File: config.mk
export PLATFORM = sky130hd
export DESIGN_NAME = pairwise_regression_gradient
export DESIGN_NICKNAME = d
export VERILOG_FILES = /design/src/hw/rtl/prg_pkg.sv /design/src/hw/rtl/pairwise_regression_gradient.sv /design/src/hw/rtl/prg_ram.sv /design/src/hw/rtl/prg_dp.sv /design/src/hw/rtl/prg_seq.sv
export SDC_FILE = /design/constraint.sdc
export NUM_CORES = 1
export LEC_CHECK = 0
export BUFFER_PORTS_ARGS = -buffer_cell sky130_fd_sc_hd__buf_2
export CORE_MARGIN = 1
export CORE_UTILIZATION = 45
export DETAILED_ROUTE_END_ITERATION = 7
export PLACE_DENSITY = 0.69
export SETUP_SLACK_MARGIN = 0.3
export SLEW_MARGIN = 40
export SYNTH_ARGS = -nofsm -noshare
export SYNTH_HDL_FRONTEND = slang
export SYNTH_SLANG_ARGS = --single-unit
File: constraint.sdc
create_clock -name clk -period 22.4 [get_ports clk]
set_clock_uncertainty 0.2 [all_clocks]
set_input_delay 3.36 -clock clk [delete_from_list [all_inputs] [get_ports clk]]
set_output_delay 3.36 -clock clk [all_outputs]
set_load 0.005 [all_outputs]
File: src/hw/rtl/prg_pkg.sv
// ----------------------------------------------------------------------------
// prg_pkg
// Shared widths, control struct and saturation helper for the pairwise
// regression gradient block.
// ----------------------------------------------------------------------------
package prg_pkg;

  localparam int DATA_W           = 16;
  localparam int IDX_W            = 4;
  localparam int CFG_W            = 5;
  localparam int CNT_W            = 6;
  localparam int PAIR_W           = 7;
  localparam int PROD_W           = 2 * DATA_W;
  localparam int QUOT_W           = PROD_W - 8;
  localparam int SAT_W            = QUOT_W + 2;
  localparam int IN_TDATA_W       = 56;
  localparam int OUT_TDATA_W      = 56;
  localparam int DEF_MAX_ELEMENTS = 16;
  localparam logic [CFG_W-1:0] LEN_RESET = CFG_W'(16);

  typedef struct packed {
    logic ld_item;
    logic mul_x;
    logic ld_r;
    logic mul_r;
  } dp_ctl_t;

  function automatic logic signed [DATA_W-1:0] sat16(input logic signed [SAT_W-1:0] v);
    logic signed [DATA_W-1:0] res;
    if (v > SAT_W'(32767)) begin
      res = 16'sh7fff;
    end else if (v < -SAT_W'(32768)) begin
      res = 16'sh8000;
    end else begin
      res = v[DATA_W-1:0];
    end
    return res;
  endfunction

endpackage

File: src/hw/rtl/pairwise_regression_gradient.sv
// ----------------------------------------------------------------------------
// pairwise_regression_gradient
// Loads a sample vector, then walks its upper-triangle pairs and emits the
// residual, slope gradient and offset gradient per pair in signed Q8.8.
// ----------------------------------------------------------------------------
// load beat: written to the store, no result
// pair beat: reads x and y, residual, then r*x; one shared multiplier used twice
// pair beats: no new beat is taken until the result enters the output register
// reset: walk at pair (0,1), pair count 0, vector_length 16, store undefined
// ----------------------------------------------------------------------------
module pairwise_regression_gradient
  import prg_pkg::*;
#(
  parameter int MAX_ELEMENTS = DEF_MAX_ELEMENTS
) (
  input  logic                   clk,
  input  logic                   rst_n,
  input  logic                   in_tvalid,
  output logic                   in_tready,
  // element_index, sample_value, model_slope, model_offset
  input  logic [IN_TDATA_W-1:0]  in_tdata,
  // action
  input  logic                   in_tuser,
  output logic                   out_tvalid,
  input  logic                   out_tready,
  // residual, slope_gradient, offset_gradient, pair_number
  output logic [OUT_TDATA_W-1:0] out_tdata,
  output logic                   out_tlast,
  input  logic                   cfg_valid,
  output logic                   cfg_ready,
  input  logic [CFG_W-1:0]       cfg_data
);

  localparam int AW = (MAX_ELEMENTS > 1) ? $clog2(MAX_ELEMENTS) : 1;

  logic                     in_accept;
  logic                     wr_en;
  logic [AW-1:0]            wr_addr;
  logic [AW-1:0]            rd_addr;
  logic [DATA_W-1:0]        rd_data;
  dp_ctl_t                  ctl;
  logic                     fire;
  logic [PAIR_W-1:0]        pair_number;
  logic                     last_pair;
  logic signed [DATA_W-1:0] residual;
  logic signed [DATA_W-1:0] slope_gradient;
  logic signed [DATA_W-1:0] offset_gradient;

  logic                     out_valid_r;
  logic [OUT_TDATA_W-1:0]   out_data_r;
  logic                     out_last_r;

  assign in_accept = in_tvalid && in_tready;
  assign cfg_ready = 1'b1;

  prg_seq #(
    .MAX_ELEMENTS(MAX_ELEMENTS)
  ) u_seq (
    .clk         (clk),
    .rst_n       (rst_n),
    .in_accept   (in_accept),
    .in_action   (in_tuser),
    .in_index    (in_tdata[3:0]),
    .cfg_accept  (cfg_valid),
    .cfg_data    (cfg_data),
    .out_free    (!out_valid_r || out_tready),
    .in_ready    (in_tready),
    .wr_en       (wr_en),
    .wr_addr     (wr_addr),
    .rd_addr     (rd_addr),
    .ctl         (ctl),
    .fire        (fire),
    .pair_number (pair_number),
    .last_pair   (last_pair)
  );

  prg_ram #(
    .WIDTH(DATA_W),
    .DEPTH(MAX_ELEMENTS)
  ) u_store (
    .clk     (clk),
    .wr_en   (wr_en),
    .wr_addr (wr_addr),
    .wr_data (in_tdata[19:4]),
    .rd_addr (rd_addr),
    .rd_data (rd_data)
  );

  prg_dp u_dp (
    .clk             (clk),
    .ctl             (ctl),
    .model_slope     (in_tdata[35:20]),
    .model_offset    (in_tdata[51:36]),
    .rd_data         (rd_data),
    .residual        (residual),
    .slope_gradient  (slope_gradient),
    .offset_gradient (offset_gradient)
  );

  // output register
  always_ff @(posedge clk) begin
    if (!rst_n) begin
      out_valid_r <= 1'b0;
    end else if (fire) begin
      out_valid_r <= 1'b1;
    end else if (out_tready) begin
      out_valid_r <= 1'b0;
    end
  end

  always_ff @(posedge clk) begin
    if (fire) begin
      out_data_r <= {1'b0, pair_number, offset_gradient, slope_gradient, residual};
      out_last_r <= last_pair;
    end
  end

  assign out_tvalid = out_valid_r;
  assign out_tdata  = out_data_r;
  assign out_tlast  = out_last_r;

endmodule

File: src/hw/rtl/prg_ram.sv
// ----------------------------------------------------------------------------
// prg_ram
// Generic single write, single read RAM with registered read data.
// ----------------------------------------------------------------------------
module prg_ram #(
  parameter int WIDTH = 16,
  parameter int DEPTH = 16,
  localparam int AW = (DEPTH > 1) ? $clog2(DEPTH) : 1
) (
  input  logic             clk,
  input  logic             wr_en,
  input  logic [AW-1:0]    wr_addr,
  input  logic [WIDTH-1:0] wr_data,
  input  logic [AW-1:0]    rd_addr,
  output logic [WIDTH-1:0] rd_data
);

  logic [WIDTH-1:0] mem [DEPTH];
  logic [WIDTH-1:0] rd_data_r;

  always_ff @(posedge clk) begin
    if (wr_en) begin
      mem[wr_addr] <= wr_data;
    end
    rd_data_r <= mem[rd_addr];
  end

  assign rd_data = rd_data_r;

endmodule

File: src/hw/rtl/prg_dp.sv
// ----------------------------------------------------------------------------
// prg_dp
// Datapath with one shared signed multiplier: forms the residual, then the
// slope and offset gradients, all saturated to 16 bits.
// ----------------------------------------------------------------------------
module prg_dp
  import prg_pkg::*;
(
  input  logic                     clk,
  input  dp_ctl_t                  ctl,
  input  logic signed [DATA_W-1:0] model_slope,
  input  logic signed [DATA_W-1:0] model_offset,
  input  logic signed [DATA_W-1:0] rd_data,
  output logic signed [DATA_W-1:0] residual,
  output logic signed [DATA_W-1:0] slope_gradient,
  output logic signed [DATA_W-1:0] offset_gradient
);

  logic signed [DATA_W-1:0] slope_r;
  logic signed [DATA_W-1:0] offset_r;
  logic signed [DATA_W-1:0] x_r;
  logic signed [DATA_W-1:0] r_r;
  logic signed [PROD_W-1:0] prod_r;

  logic signed [DATA_W-1:0] mul_a;
  logic signed [DATA_W-1:0] mul_b;
  logic signed [PROD_W-1:0] mul_p;
  logic signed [QUOT_W-1:0] quot;
  logic signed [SAT_W-1:0]  res_sum;
  logic signed [SAT_W-1:0]  sg_sum;
  logic signed [SAT_W-1:0]  og_sum;

  // shared multiplier: slope*x first, then r*x
  assign mul_a = ctl.mul_r ? r_r : slope_r;
  assign mul_b = ctl.mul_r ? x_r : rd_data;
  assign mul_p = mul_a * mul_b;

  // floor division by 256
  assign quot = prod_r[PROD_W-1:8];

  assign res_sum = {{2{quot[QUOT_W-1]}}, quot}
                 + {{(SAT_W-DATA_W){offset_r[DATA_W-1]}}, offset_r}
                 - {{(SAT_W-DATA_W){rd_data[DATA_W-1]}}, rd_data};
  assign sg_sum  = SAT_W'(0) - {quot[QUOT_W-1], quot, 1'b0};
  assign og_sum  = SAT_W'(0) - {{(SAT_W-DATA_W-1){r_r[DATA_W-1]}}, r_r, 1'b0};

  always_ff @(posedge clk) begin
    if (ctl.ld_item) begin
      slope_r  <= model_slope;
      offset_r <= model_offset;
    end
    if (ctl.mul_x) begin
      x_r <= rd_data;
    end
    if (ctl.mul_x || ctl.mul_r) begin
      prod_r <= mul_p;
    end
    if (ctl.ld_r) begin
      r_r <= sat16(res_sum);
    end
  end

  assign residual        = r_r;
  assign slope_gradient  = sat16(sg_sum);
  assign offset_gradient = sat16(og_sum);

endmodule

File: src/hw/rtl/prg_seq.sv
// ----------------------------------------------------------------------------
// prg_seq
// Sequencer: length register, pair walk, store access and datapath steps.
// ----------------------------------------------------------------------------
module prg_seq
  import prg_pkg::*;
#(
  parameter int MAX_ELEMENTS = DEF_MAX_ELEMENTS,
  localparam int AW = (MAX_ELEMENTS > 1) ? $clog2(MAX_ELEMENTS) : 1
) (
  input  logic              clk,
  input  logic              rst_n,
  input  logic              in_accept,
  input  logic              in_action,
  input  logic [IDX_W-1:0]  in_index,
  input  logic              cfg_accept,
  input  logic [CFG_W-1:0]  cfg_data,
  input  logic              out_free,
  output logic              in_ready,
  output logic              wr_en,
  output logic [AW-1:0]     wr_addr,
  output logic [AW-1:0]     rd_addr,
  output dp_ctl_t           ctl,
  output logic              fire,
  output logic [PAIR_W-1:0] pair_number,
  output logic              last_pair
);

  localparam logic [2:0] S_IDLE = 3'd0;
  localparam logic [2:0] S_RDX  = 3'd1;
  localparam logic [2:0] S_RDY  = 3'd2;
  localparam logic [2:0] S_RES  = 3'd3;
  localparam logic [2:0] S_MUL  = 3'd4;
  localparam logic [2:0] S_FIN  = 3'd5;

  localparam logic [CNT_W-1:0] N_MAX = CNT_W'(MAX_ELEMENTS);
  localparam logic [CNT_W-1:0] N_MIN = CNT_W'(2);

  logic [2:0]        state_r, state_nxt;
  logic [CFG_W-1:0]  len_r;
  logic [CNT_W-1:0]  n_r, n_nxt;
  logic [AW-1:0]     first_r, first_nxt;
  logic [AW-1:0]     second_r, second_nxt;
  logic [PAIR_W-1:0] cnt_r, cnt_nxt;

  logic [CNT_W-1:0]  n_clamp;
  logic [CNT_W-1:0]  first_w;
  logic [CNT_W-1:0]  second_w;
  logic [CNT_W-1:0]  sec_inc;
  logic              restart;

  assign first_w  = CNT_W'(first_r);
  assign second_w = CNT_W'(second_r);
  assign sec_inc  = second_w + CNT_W'(1);

  always_comb begin
    if (CNT_W'(len_r) < N_MIN) begin
      n_clamp = N_MIN;
    end else if (CNT_W'(len_r) > N_MAX) begin
      n_clamp = N_MAX;
    end else begin
      n_clamp = CNT_W'(len_r);
    end
  end

  assign restart   = !in_action || (second_w >= n_clamp) || (first_r >= second_r);
  assign last_pair = (first_w == n_r - CNT_W'(2)) && (second_w == n_r - CNT_W'(1));
  assign wr_en     = in_accept && !in_action && (CNT_W'(in_index) < N_MAX);
  assign wr_addr   = AW'(in_index);
  assign pair_number = cnt_r;
  assign in_ready  = (state_r == S_IDLE);

  always_comb begin
    state_nxt  = state_r;
    n_nxt      = n_r;
    first_nxt  = first_r;
    second_nxt = second_r;
    cnt_nxt    = cnt_r;
    rd_addr    = first_r;
    ctl        = '0;
    fire       = 1'b0;
    case (state_r)
      S_IDLE: begin
        if (in_accept) begin
          n_nxt = n_clamp;
          if (restart) begin
            first_nxt  = '0;
            second_nxt = AW'(1);
            cnt_nxt    = '0;
          end
          if (in_action) begin
            ctl.ld_item = 1'b1;
            state_nxt   = S_RDX;
          end
        end
      end
      S_RDX: begin
        state_nxt = S_RDY;
      end
      S_RDY: begin
        rd_addr   = second_r;
        ctl.mul_x = 1'b1;
        state_nxt = S_RES;
      end
      S_RES: begin
        ctl.ld_r  = 1'b1;
        state_nxt = S_MUL;
      end
      S_MUL: begin
        ctl.mul_r = 1'b1;
        state_nxt = S_FIN;
      end
      S_FIN: begin
        if (out_free) begin
          fire      = 1'b1;
          state_nxt = S_IDLE;
          if (last_pair) begin
            first_nxt  = '0;
            second_nxt = AW'(1);
            cnt_nxt    = '0;
          end else begin
            cnt_nxt = cnt_r + PAIR_W'(1);
            if (sec_inc >= n_r) begin
              first_nxt  = first_r + AW'(1);
              second_nxt = AW'(first_w + CNT_W'(2));
            end else begin
              second_nxt = AW'(sec_inc);
            end
          end
        end
      end
      default: begin
        state_nxt = S_IDLE;
      end
    endcase
  end

  always_ff @(posedge clk) begin
    if (!rst_n) begin
      state_r  <= S_IDLE;
      len_r    <= LEN_RESET;
      n_r      <= N_MAX;
      first_r  <= '0;
      second_r <= AW'(1);
      cnt_r    <= '0;
    end else begin
      state_r  <= state_nxt;
      n_r      <= n_nxt;
      first_r  <= first_nxt;
      second_r <= second_nxt;
      cnt_r    <= cnt_nxt;
      if (cfg_accept) begin
        len_r <= cfg_data;
      end
    end
  end

endmodule
==> summary.txt <==
Clocking
  • Clk buf depth: 3
  • CTS tree: done
  • Post-CTS Resized: 0
  • CTS sink count: 445
  • Post-CTS Setup Bufs: 0
  • CTS root buf: clkbuf_16
  • Total number of H-tree levels: 2
  • Post-cts hold buffer count: 0
  • Worst skew pair latency: 600 ps
  • Worst-path clk slew: 60 ps
  • CTS buffer count: 46

Yosys
  • Cell Area, Synth: 0.0298 mm²
  • Syn_nets: 2985
  • Synth top area share: 40.2%
  • Syn_area_per_cell: 11.9 µm²
  • Post-synthesis async set-or-reset flop share: 0%
  • Most area-hungry cell type in the Yosys netlist: edfxtp_1
  • Dominant cells by area after synthesis: edfxtp_1 (40%), fa_1 (18%), ha_1 (6.3%)
  • Sequential area share after synthesis: 43.3%
  • FF+latch count, synth: 445
  • EDFF count, synth: 400
  • Main synth FF type: edfxtp_1
  • Unique masters post-synth: 78
  • Synth warn: 0
  • Cells after synthesis: 2505

Critical path
  • Reg-to-Reg End: u_dp.prod_r[29]
  • CP endpoint kind: flop
  • Worst r2r path cells: 24
  • Critical path's top delay family: adder cells
  • Crit path cell chain: nor3b_2, buf_6, mux2i_2, nor2_1, fa_1, inv_1, fa_1, inv_1, fa_1, fa_1, fa_1, inv_1, fa_1, inv_1, ha_1, a21o_1, a21o_1, a21oi_1, o21ai_0, a221oi_1, nand2_1, a31oi_1, o21bai_1, xor2_1
  • Slowest stage delay, CP: 810 ps
  • Critical path's most frequent cell: fa_1
  • Data arrival, critical path: 8460 ps
  • Crit path kind: flop to flop
  • CP max-delay cell: mux2i_2
  • Crit Reg-Reg Startpoint: u_seq.state_r[2]
  • Critical path startpoint category: flop
  • R2R Setup Slk: 14060 ps
  • Crit Path Max Fanout: 75
  • Worst path bufs/invs: 5
  • Crit path required time: 22530 ps

Die
  • I/O Pins: 127
  • Starting density of the core: 45.4%
  • Die ar.: 0.0674 mm²
  • Row cnt: 94
  • Die Wd: 260 µm
  • Die Span Y: 260 µm
  • Core Box Area: 0.0657 mm²

Global routing
  • Most Crowded Layer GR: met2
  • Met1 GRT Util: 29.7%
  • Tot GR Track Use: 22.0%
  • GRT met3 Usage: 3.12%
  • Gr ovfl total: 0
  • Grt met2 use: 36.9%
  • Vias in the first global route: 19900
  • Largest net degree at the start of global routing: 76
  • Antenna violations before repair: 5
  • First-pass GRT wire length: 114 mm

Cells and area
  • Layout Cells excl Fill: 3534
  • Layout cell share with drive strength beyond 1: 13.8%
  • Area of the multi-input gates: 0.0154 mm²
  • Synthesis-to-finish area growth: 11.2%
  • Fill cells: 5640
  • Most common cell after layout, fill and taps aside: edfxtp_1
  • Register area: 0.0129 mm²
  • Most frequent cells in the layout: edfxtp_1 (400), inv_1 (378), fa_1 (263)
  • Nets: 3109

Timing
  • Max_slew headroom: 40.8%
  • RSZ-0062 raised after global routing: no
  • Least-Margin Pin Slew: 864 ps
  • Fin crit share: 37.2%
  • Fin. Hold Viols: 0
  • Post-layout min period: 8340 ps
  • Slew Limit Fails: 0
  • FMAX: 0.120 GHz
  • Final setup TNS: 0 ps
  • Setup violations, final: 0

Job
  • Max_cap viols: 0

Route
  • Vias per inst: 5.45
  • Remaining antenna violation count after routing: 0
  • Vias post-DR: 19300
  • Avg WL per Cell: 20.4 µm
  • DR iter-0 viols: 1339
  • Drc violations: 0
  • Initial DRT Pass Iterations: 6
  • Routed WL: 72.2 mm

Hold path
  • Min-delay worst type: flop to flop
  • Hold EP: u_dp.x_r[15]
  • Min-delay src: u_store.rd_data[15]
  • Hold Path Cell Cnt: 0

Place
  • # port buffers: 120
  • GPL Wtd Cong: 0.928
  • Placed cells: 3445
  • HPWL Detailed: 54.0 mm

Outcome
  • Status: complete, no violations
-- flip-flops by register name, indices dropped and copies added, names as in the netlist, 4 cells and up --
signal	cells
u_seq.second_r	4
u_store.mem	256
u_dp.residual	16
u_seq.n_r	5
out_tdata	55
u_store.rd_data	16
u_seq.pair_number	7
u_seq.len_r	5
u_dp.offset_r	16
u_dp.x_r	16
u_seq.first_r	4
u_dp.slope_r	16
u_dp.prod_r	24
-- cells by family (layout without fill, tap and decap cells) --
kind of cell | count (synthesis) | in the layout | synth area share [%]
AO/OA/AOI/OAI | 329 | 329 | 7.49
XOR/XNOR | 103 | 103 | 3.05
adder cells (fa/ha/maj) | 413 | 413 | 23.9
buffers and inverters | 455 | 617 | 5.86
flip-flops | 445 | 445 | 43.3
multiplexers | 111 | 111 | 6.50
other | 2 | 5 | 0.0252
AND/OR/NAND/NOR | 647 | 647 | 9.90
-- worst register-to-register path: stages (launching register included) --
cell      delay [ps]
dfxtp_1          440
nor3b_2          240
buf_6            560
mux2i_2          860
nor2_1           180
fa_1             650
inv_1            170
fa_1             550
inv_1             50
fa_1             520
fa_1             440
fa_1             550
inv_1             50
fa_1             530
inv_1             40
ha_1             350
a21o_1           180
a21o_1           170
a21oi_1          130
o21ai_0          140
a221oi_1         320
nand2_1          180
a31oi_1          310
o21bai_1         120
xor2_1           150
-- area by class of cell --
| class | count | area share, % |
|---|---|---|
| tap | 864 | 3.26 |
| antenna | 3 | 0.0226 |
| clock inverter | 31 | 0.961 |
| sequential | 445 | 38.9 |
| inverter | 378 | 4.27 |
| timing repair buffer | 153 | 2.63 |
| clock buffer | 55 | 3.63 |
| multi-input combinational | 1605 | 46.3 |
-- per-layer routing --
layer / part of all wire, % / routed length (µm) / vias to the layer above
met5: 0.028 / 20 / -
met4: 2.7 / 1980 / 4
met3: 5.9 / 4290 / 124
met2: 48 / 35000 / 618
met1: 43 / 30900 / 9701
li1: - / - / 8805
-- worst max-delay path by stage --
stage                     depth (start not counted)              from               to
after floorplan                                  28  u_seq.state_r[1]  u_dp.prod_r[22]
after global placement                           24  u_seq.state_r[2]  u_dp.prod_r[29]
after detailed placement                         24  u_seq.state_r[2]  u_dp.prod_r[29]
after CTS                                        24  u_seq.state_r[2]  u_dp.prod_r[29]
after global routing                             24  u_seq.state_r[2]  u_dp.prod_r[29]
final                                            24  u_seq.state_r[2]  u_dp.prod_r[29]
-- Yosys cell counts (6+ instances only) --
library cell    n
mux2_2         18
a21o_1         60
xor2_1         37
or2_2          15
dfxtp_1        45
o21ai_1         6
xnor2_1        65
nand2b_1       30
mux2i_1        28
and3_1         16
and2_1         28
a21oi_1        76
edfxtp_1      400
fa_1          263
nor3_1         33
nor2b_1        24
nand4_1        14
buf_2           7
clkbuf_1       60
ha_1          150
a211oi_1       20
nand2_1       202
a31oi_1        21
or3_1           8
mux4_2         64
o21a_1         15
nor2_1        231
nand3_1        19
a21boi_0        6
o21ai_0        59
o211ai_1        6
inv_1         378
-- through the flow --
step | worst slack, ps | area (µm²) | hold slack [ps] | util [%]
after detailed placement | 13980 | 31600 | 213 | 48.1
after global placement | 13850 | 31500 | 216 | 47.9
after global routing | 13680 | 33200 | 247 | 50.5
after CTS | 13960 | 33200 | 229 | 50.5
final | 14060 | 33200 | 232 | 50.5
after floorplan | 14530 | 29800 | 208 | -
Power is not shown: default switching activity piles up to over one toggle a cycle in this logic, so the estimate is an artifact.
